**config.mk**
```make
export PLATFORM = sky130hd
export DESIGN_NAME = wildcard_substring_search_core
export DESIGN_NICKNAME = d
export VERILOG_FILES = /design/src/hw/rtl/wss_pkg.sv /design/src/hw/rtl/wss_cell.sv /design/src/hw/rtl/wildcard_substring_search_core.sv
export VERILOG_INCLUDE_DIRS = /design/src /design/src/hw/rtl
export SDC_FILE = /design/constraint.sdc
export NUM_CORES = 1
export LEC_CHECK = 0
export BUFFER_PORTS_ARGS = -buffer_cell sky130_fd_sc_hd__clkbuf_2
export CORE_MARGIN = 2
export CORE_UTILIZATION = 59
export DETAILED_ROUTE_END_ITERATION = 10
export PLACE_DENSITY = 0.81
export SLEW_MARGIN = 20
export SYNTH_ARGS = -nofsm -noshare
export SYNTH_HDL_FRONTEND = slang
export SYNTH_HIERARCHICAL = 1
export SYNTH_SLANG_ARGS = --single-unit
```
**constraint.sdc**
```tcl
create_clock -name clk -period 3.6 [get_ports clk]
set_clock_uncertainty 0.1 [all_clocks]
set_input_delay 0.18 -clock clk [delete_from_list [all_inputs] [get_ports clk]]
set_output_delay 0.18 -clock clk [all_outputs]
set_load 0.005 [all_outputs]
```
**src/hw/rtl/wildcard_substring_search_core_assert.svh**
```systemverilog
// Assertion macros shared by the wildcard substring search RTL.
`ifndef WILDCARD_SUBSTRING_SEARCH_CORE_ASSERT_SVH
`define WILDCARD_SUBSTRING_SEARCH_CORE_ASSERT_SVH

// Same-cycle implication under the active-low reset.
`define WSS_ASSERT_NOW(label, clk, rst_n, cond, conseq, msg) \
    label: assert property (@(posedge clk) disable iff (!rst_n) (cond) |-> (conseq)) \
        else $error(msg);

// Next-cycle implication under the active-low reset.
`define WSS_ASSERT_NEXT(label, clk, rst_n, cond, conseq, msg) \
    label: assert property (@(posedge clk) disable iff (!rst_n) (cond) |=> (conseq)) \
        else $error(msg);

`endif

```
**src/hw/rtl/wss_pkg.sv**
```systemverilog
// Package with the types, constants and matching function of the substring search.
`timescale 1ns / 1ps

package wss_pkg;

    localparam int MAX_PATTERN_DEF  = 16;
    localparam int MAX_SENTENCE_DEF = 4096;

    localparam int CHAR_W     = 8;
    localparam int POS_W      = 13;
    localparam int LEN_W      = 5;
    localparam int CFG_ADDR_W = 5;
    localparam int CFG_DATA_W = 64;

    localparam logic [CHAR_W-1:0] CH_DIGIT_CLASS  = 8'h3C; // '<'
    localparam logic [CHAR_W-1:0] CH_LETTER_CLASS = 8'h3E; // '>'
    localparam logic [CHAR_W-1:0] CH_ANY_CLASS    = 8'h5F; // '_'
    localparam logic [CHAR_W-1:0] CH_SPACE        = 8'h20;
    localparam logic [CHAR_W-1:0] CH_ZERO         = 8'h30;
    localparam logic [CHAR_W-1:0] CH_NINE         = 8'h39;
    localparam logic [CHAR_W-1:0] CH_LOWER_A      = 8'h61;
    localparam logic [CHAR_W-1:0] CH_LOWER_Z      = 8'h7A;
    localparam logic [CHAR_W-1:0] CH_UPPER_A      = 8'h41;
    localparam logic [CHAR_W-1:0] CH_UPPER_Z      = 8'h5A;

    typedef enum logic [1:0] {
        REG_PATTERN_LOW    = 2'd0,
        REG_PATTERN_HIGH   = 2'd1,
        REG_PATTERN_LENGTH = 2'd2,
        REG_SPECIAL_MODE   = 2'd3
    } cfg_index_t;

    typedef struct packed {
        logic step;
        logic clear;
        logic special;
    } cell_ctl_t;

    function automatic logic char_matches(input logic [CHAR_W-1:0] p,
                                          input logic [CHAR_W-1:0] c,
                                          input logic special);
        logic is_digit;
        logic is_letter;
        logic result;
        is_digit  = (c >= CH_ZERO) && (c <= CH_NINE);
        is_letter = ((c >= CH_LOWER_A) && (c <= CH_LOWER_Z)) ||
                    ((c >= CH_UPPER_A) && (c <= CH_UPPER_Z));
        if (special && (p == CH_DIGIT_CLASS))
        begin
            result = is_digit;
        end
        else if (special && (p == CH_LETTER_CLASS))
        begin
            result = is_letter;
        end
        else if (special && (p == CH_ANY_CLASS))
        begin
            result = (c != CH_SPACE);
        end
        else
        begin
            result = (p == c);
        end
        return result;
    endfunction

endpackage

```
**src/hw/rtl/wss_cell.sv**
```systemverilog
// One pattern position of the shift-and chain: compares the text and holds a partial match bit.
`timescale 1ns / 1ps

module wss_cell (
    input  logic                         clk,
    input  logic                         rst_n,
    input  wss_pkg::cell_ctl_t           ctl,
    input  logic [wss_pkg::CHAR_W-1:0]   text_char,
    input  logic [wss_pkg::CHAR_W-1:0]   pattern_char,
    input  logic                         active,
    input  logic                         tail,
    input  logic                         prev_match,
    output logic                         match,
    output logic                         hit
);

    logic match_reg;
    logic match_next;
    logic step_bit;

    assign step_bit = prev_match && active &&
                      wss_pkg::char_matches(pattern_char, text_char, ctl.special);
    assign hit      = step_bit && tail;

    always_comb
    begin
        match_next = match_reg;
        if (ctl.clear)
        begin
            match_next = 1'b0;
        end
        else if (ctl.step)
        begin
            match_next = step_bit;
        end
    end

    always_ff @(posedge clk or negedge rst_n)
    begin
        if (!rst_n)
        begin
            match_reg <= 1'b0;
        end
        else
        begin
            match_reg <= match_next;
        end
    end

    assign match = match_reg;

endmodule

```
**src/hw/rtl/wildcard_substring_search_core.sv**
```systemverilog
// Wildcard substring search: shift-and cell chain, configuration registers and result buffer.
// Throughput: one text word per cycle, sustained, as long as results are taken.
// A result word is registered in the output register, or in the skid register while an earlier result waits.
// The shift-and update is a recurrence through the cell chain, held in each cell's match register.
// A two-word result buffer lets text keep flowing while one result waits.
// Reset clears the match state and buffer; pattern 0, length 1, literal mode.
`timescale 1ns / 1ps

`include "wildcard_substring_search_core_assert.svh"

module wildcard_substring_search_core #(
    parameter int MAX_PATTERN  = wss_pkg::MAX_PATTERN_DEF,
    parameter int MAX_SENTENCE = wss_pkg::MAX_SENTENCE_DEF
) (
    input  logic                              clk,
    input  logic                              rst_n,
    input  logic                              psel,
    input  logic                              penable,
    input  logic                              pwrite,
    input  logic [wss_pkg::CFG_ADDR_W-1:0]    paddr,
    input  logic [wss_pkg::CFG_DATA_W-1:0]    pwdata,
    output logic [wss_pkg::CFG_DATA_W-1:0]    prdata,
    output logic                              pready,
    input  logic                              text_valid,
    output logic                              text_ready,
    input  logic [wss_pkg::CHAR_W-1:0]        text_char,
    input  logic                              end_of_sentence,
    output logic                              result_valid,
    input  logic                              result_ready,
    output logic                              found,
    output logic [wss_pkg::POS_W-1:0]         start_position,
    output logic                              last
);

    localparam int CNT_W = $clog2(MAX_SENTENCE + 1);
    localparam int SUB_W = (CNT_W > wss_pkg::POS_W) ? CNT_W : wss_pkg::POS_W;

    typedef struct packed {
        logic                       found;
        logic [wss_pkg::POS_W-1:0]  pos;
    } result_t;

    // Configuration registers.
    logic [63:0]                pattern_low_reg;
    logic [63:0]                pattern_high_reg;
    logic [wss_pkg::LEN_W-1:0]  pattern_length_reg;
    logic                       special_mode_reg;
    wss_pkg::cfg_index_t        cfg_index;
    logic                       cfg_write;

    assign pready    = 1'b1;
    assign cfg_index = wss_pkg::cfg_index_t'(paddr[4:3]);
    assign cfg_write = psel && penable && pwrite && pready;

    always_ff @(posedge clk or negedge rst_n)
    begin
        if (!rst_n)
        begin
            pattern_low_reg    <= '0;
            pattern_high_reg   <= '0;
            pattern_length_reg <= wss_pkg::LEN_W'(1);
            special_mode_reg   <= 1'b0;
        end
        else if (cfg_write)
        begin
            case (cfg_index)
                wss_pkg::REG_PATTERN_LOW:    pattern_low_reg    <= pwdata;
                wss_pkg::REG_PATTERN_HIGH:   pattern_high_reg   <= pwdata;
                wss_pkg::REG_PATTERN_LENGTH: pattern_length_reg <= pwdata[wss_pkg::LEN_W-1:0];
                wss_pkg::REG_SPECIAL_MODE:   special_mode_reg   <= pwdata[0];
                default:                     ;
            endcase
        end
    end

    always_comb
    begin
        case (cfg_index)
            wss_pkg::REG_PATTERN_LOW:    prdata = pattern_low_reg;
            wss_pkg::REG_PATTERN_HIGH:   prdata = pattern_high_reg;
            wss_pkg::REG_PATTERN_LENGTH: prdata = wss_pkg::CFG_DATA_W'(pattern_length_reg);
            wss_pkg::REG_SPECIAL_MODE:   prdata = wss_pkg::CFG_DATA_W'(special_mode_reg);
            default:                     prdata = '0;
        endcase
    end

    // Sentence state.
    logic [CNT_W-1:0]           count_reg;
    logic [CNT_W-1:0]           count_next;
    logic [CNT_W-1:0]           count_inc;
    logic                       reported_reg;
    logic                       reported_next;
    logic [wss_pkg::LEN_W-1:0]  len_eff;
    logic                       in_accept;
    logic                       step;
    logic                       any_hit;
    logic                       push;
    result_t                    new_result;
    wss_pkg::cell_ctl_t         cell_ctl;
    logic [MAX_PATTERN-1:0]     match_vec;
    logic [MAX_PATTERN-1:0]     hit_vec;
    logic [SUB_W-1:0]           start_full;

    assign in_accept = text_valid && text_ready;
    assign step      = in_accept && !reported_reg;

    always_comb
    begin
        if (pattern_length_reg == '0)
        begin
            len_eff = wss_pkg::LEN_W'(1);
        end
        else if (pattern_length_reg > wss_pkg::LEN_W'(MAX_PATTERN))
        begin
            len_eff = wss_pkg::LEN_W'(MAX_PATTERN);
        end
        else
        begin
            len_eff = pattern_length_reg;
        end
    end

    assign count_inc = (count_reg < CNT_W'(MAX_SENTENCE)) ? count_reg + CNT_W'(1) : count_reg;

    assign cell_ctl.step    = step;
    assign cell_ctl.clear   = in_accept && end_of_sentence;
    assign cell_ctl.special = special_mode_reg;

    genvar k;
    generate
        for (k = 0; k < MAX_PATTERN; k++)
        begin : g_cell
            logic [wss_pkg::CHAR_W-1:0] pchar;
            logic                       prev;

            if (k < 8)
            begin : g_low
                assign pchar = pattern_low_reg[8*k +: 8];
            end
            else
            begin : g_high
                assign pchar = pattern_high_reg[8*(k-8) +: 8];
            end

            if (k == 0)
            begin : g_head
                assign prev = 1'b1;
            end
            else
            begin : g_link
                assign prev = match_vec[k-1];
            end

            wss_cell u_cell (
                .clk          (clk),
                .rst_n        (rst_n),
                .ctl          (cell_ctl),
                .text_char    (text_char),
                .pattern_char (pchar),
                .active       (wss_pkg::LEN_W'(k) < len_eff),
                .tail         (wss_pkg::LEN_W'(k + 1) == len_eff),
                .prev_match   (prev),
                .match        (match_vec[k]),
                .hit          (hit_vec[k])
            );
        end
    endgenerate

    assign any_hit    = |hit_vec;
    assign start_full = SUB_W'(count_inc) - SUB_W'(len_eff) + SUB_W'(1);

    always_comb
    begin
        count_next    = count_reg;
        reported_next = reported_reg;
        push          = 1'b0;
        new_result    = '0;
        if (step)
        begin
            count_next = count_inc;
            if (any_hit)
            begin
                push           = 1'b1;
                new_result.found = 1'b1;
                new_result.pos   = start_full[wss_pkg::POS_W-1:0];
                reported_next  = 1'b1;
            end
            else if (end_of_sentence)
            begin
                push = 1'b1;
            end
        end
        if (in_accept && end_of_sentence)
        begin
            count_next    = '0;
            reported_next = 1'b0;
        end
    end

    always_ff @(posedge clk or negedge rst_n)
    begin
        if (!rst_n)
        begin
            count_reg    <= '0;
            reported_reg <= 1'b0;
        end
        else
        begin
            count_reg    <= count_next;
            reported_reg <= reported_next;
        end
    end

    // Result buffer: output register plus skid register.
    logic    out_valid_reg;
    logic    out_valid_next;
    logic    skid_valid_reg;
    logic    skid_valid_next;
    result_t out_data_reg;
    result_t out_data_next;
    result_t skid_data_reg;
    result_t skid_data_next;
    logic    pop;

    assign text_ready = !skid_valid_reg;
    assign pop        = out_valid_reg && result_ready;

    always_comb
    begin
        out_valid_next  = out_valid_reg;
        skid_valid_next = skid_valid_reg;
        out_data_next   = out_data_reg;
        skid_data_next  = skid_data_reg;
        if (pop)
        begin
            if (skid_valid_reg)
            begin
                out_data_next   = skid_data_reg;
                skid_valid_next = 1'b0;
            end
            else if (push)
            begin
                out_data_next = new_result;
            end
            else
            begin
                out_valid_next = 1'b0;
            end
        end
        else if (push)
        begin
            if (out_valid_reg)
            begin
                skid_data_next  = new_result;
                skid_valid_next = 1'b1;
            end
            else
            begin
                out_data_next  = new_result;
                out_valid_next = 1'b1;
            end
        end
    end

    always_ff @(posedge clk or negedge rst_n)
    begin
        if (!rst_n)
        begin
            out_valid_reg  <= 1'b0;
            skid_valid_reg <= 1'b0;
        end
        else
        begin
            out_valid_reg  <= out_valid_next;
            skid_valid_reg <= skid_valid_next;
        end
    end

    always_ff @(posedge clk)
    begin
        out_data_reg  <= out_data_next;
        skid_data_reg <= skid_data_next;
    end

    assign result_valid   = out_valid_reg;
    assign found          = out_data_reg.found;
    assign start_position = out_data_reg.pos;
    assign last           = 1'b1;

    `WSS_ASSERT_NOW(a_skid_behind_out, clk, rst_n, skid_valid_reg, out_valid_reg, "skid word held without an output word")
    `WSS_ASSERT_NOW(a_no_result_after_report, clk, rst_n, in_accept && reported_reg, !push, "result produced after the match was reported")
    `WSS_ASSERT_NEXT(a_sentence_clear, clk, rst_n, in_accept && end_of_sentence, (count_reg == '0) && !reported_reg && (match_vec == '0), "state not cleared after the final word")
    `WSS_ASSERT_NEXT(a_skid_refill, clk, rst_n, pop && skid_valid_reg, out_valid_reg && !skid_valid_reg, "skid word lost on output pop")

endmodule
```
==> results.md <==
- Switching pwr: approximately 0.0028 W
- CTS Buffer Depth: 2
- Routed via count: 12042
- Share of layout cells above drive strength 1: 0.272
- Chip Width: 156 um
- Clock network power share: 0.254
- Ys Warns: 6
- Max VDD drop: around 0.3 mV
- Clock-pin slew on the worst setup and hold paths: 70 ps
- Setup crit start: pattern_high_reg[31]
- CTS tree: yes
- DR pass1 iterations: 6
- Ports: 167
- Max-cap viol count: 0
- Final Max Tran Viols: 0
- Clk Tree Root Cell: clkbuf_16
- Total clock sinks: 193
- Vias in the first global route: roughly 12000
- Nets: 1749
- DRC viols: 0
- Tcrit/Tclk final: 0.924
- Starting Density: 0.600
- Largest net degree at the start of global routing: 87
- CORE AREA: about 0.023 mm^2
- Crit path kind: flip-flop to flip-flop
- Layout Cells excl Fill: ~1900
- Clock buffer count from CTS: 17
- RSZ-0062 raised after global routing: no
- Post-layout min period: 3330 ps
- Logic gate share of total power: 0.328
- Cell Int Power: about 0.0050 W
- # setup viols final: 0
- # port buffers: 161
- Post-DR wirelength/cell: about 19 um
- Setup tns final: 0 ps
- Slew headroom: 0.377
- Area of the die: ~0.024 mm^2
- Crit. End Element: flip-flop
- CP required: about 3700 ps
- GRT Overall Usage: 0.303
- Worst setup SP type: flip-flop
- Final HPWL DP: around 24000 um
- Synth Instances: between 1000 and 1500
- CP max FO: 9
- Htree depth: 4
- Vias per inst: 6.19
- Routed WL: between 30000 and 40000 um
- Gr ovfl total: 0
- Hold depth: 3
- First-pass GRT wire length: between 60000 and 70000 um
- Origin of the critical flop-to-flop path: pattern_high_reg[31]
- Syn avg cell area: between 9 and 10 um^2
- R2R Path End: start_position[6]
- Achievable Freq: around 0.30 GHz
- Reg2Reg Depth: 11
- Post-route ant nets: 0
- Share of power burned in registers: 0.418
- Reg2Reg Setup Slack: about 270 ps
- Area delta synth->final: 19.9%
- Min-Delay Endpoint: result_valid
- PwrDens: ~480 mW/mm^2
- Placer Congestion: ~0.9
- Hold crit path type: primary input to flip-flop
- Final hold violation count: 0
- P_leak: around 6.8 nW
- Outcome: completed
- Number of diodes: 0
- Worst-Margin Slew: slightly above 900 ps
- Initial DRC Count: ~1200
- Min-delay src: end_of_sentence
- Site row count: 55
- Critical path data arrival time: approximately 3400 ps
- Sw Share: 0.357
- Worst-skew pair later-pin latency: approximately 440 ps
- Mapped Area: approximately 0.014 mm^2
- Initial antenna violation count: 0
- Placed cells: 1846
- Final hold slack: 43.1 ps
- Die extent in y: roughly 160 um
## worst max-delay path, stage by stage (launching register included)
cell	delay [ps]
dfrtp_1	430
and4b_1	310
nand3_1	150
or4_4	520
nand3_1	110
a21oi_1	100
nor4_1	310
nand4_1	320
nand2_1	290
buf_4	210
nor2_1	80
a21o_1	160
## stage by stage
step / util / instance area, um^2 / total power [W] / setup WS [ps]
2_1_floorplan: - / 13600 / 0.00483 / 459
3_3_place_gp: 0.663 / 15000 / 0.00560 / 138
3_5_place_dp: 0.663 / 15000 / 0.00570 / 59.4
4_1_cts: 0.719 / 16300 / 0.00773 / 197
5_1_grt: 0.720 / 16300 / 0.00821 / 12.2
6_report: 0.720 / 16300 / 0.00776 / 274
## per-layer routing
layer,GRT usage,wire length [um],up-vias
met5,0,0,-
met4,0.0913,767,0
met3,0.0344,1860,72
met2,0.533,18300,470
met1,0.393,15300,5874
li1,-,-,5626
## final cells by class
cell class / count / area (um^2)
Fill cell: 1585 / 6350
Tap cell: 285 / 357
Inverter: 51 / 191
Clock inverter: 13 / 154
Sequential cell: 193 / 4970
Timing Repair Buffer: 275 / 1960
Multi-Input combinational cell: 1109 / 8220
Clock buffer: 19 / 443
## cell usage in the layout, fill, tap and decap left out, types with 51 or more instances in the layout
cell             n
dfrtp_1        164
clkbuf_2       159
xnor2_1        141
nor2_1         131
mux2_2         128
nand3_1         89
dlygate4sd3_1   66
mux2i_1         64
a21oi_1         64
nand4_1         53
nand2_1         51
inv_1           51
## worst max-delay path by stage
stage	to	slack, ps
2_1_floorplan	start_position[7]	460
4_1_cts	start_position[7]	200
6_report	start_position[6]	270
3_3_place_gp	start_position[7]	140
5_1_grt	start_position[7]	10
3_5_place_dp	start_position[6]	60
## power by group through the flow
stage / clock (W) / combinational (W) / sequential [W]
detailed placement: 0 / 0.00245 / 0.00326
finish: 0.00197 / 0.00255 / 0.00324
CTS: 0.00199 / 0.00253 / 0.00322
global placement: 0 / 0.00237 / 0.00323
global route: 0.00207 / 0.00283 / 0.00331
floorplan: 0 / 0.00175 / 0.00308
## timing repair
item,4_1_cts,5_1_grt
endpoints found under the hold margin,219,0
hold buffers,66,0
buffers inserted,0,0
setup endpoints to repair,0,6
resized for setup,0,2
Power figures use the tool's default switching activity.
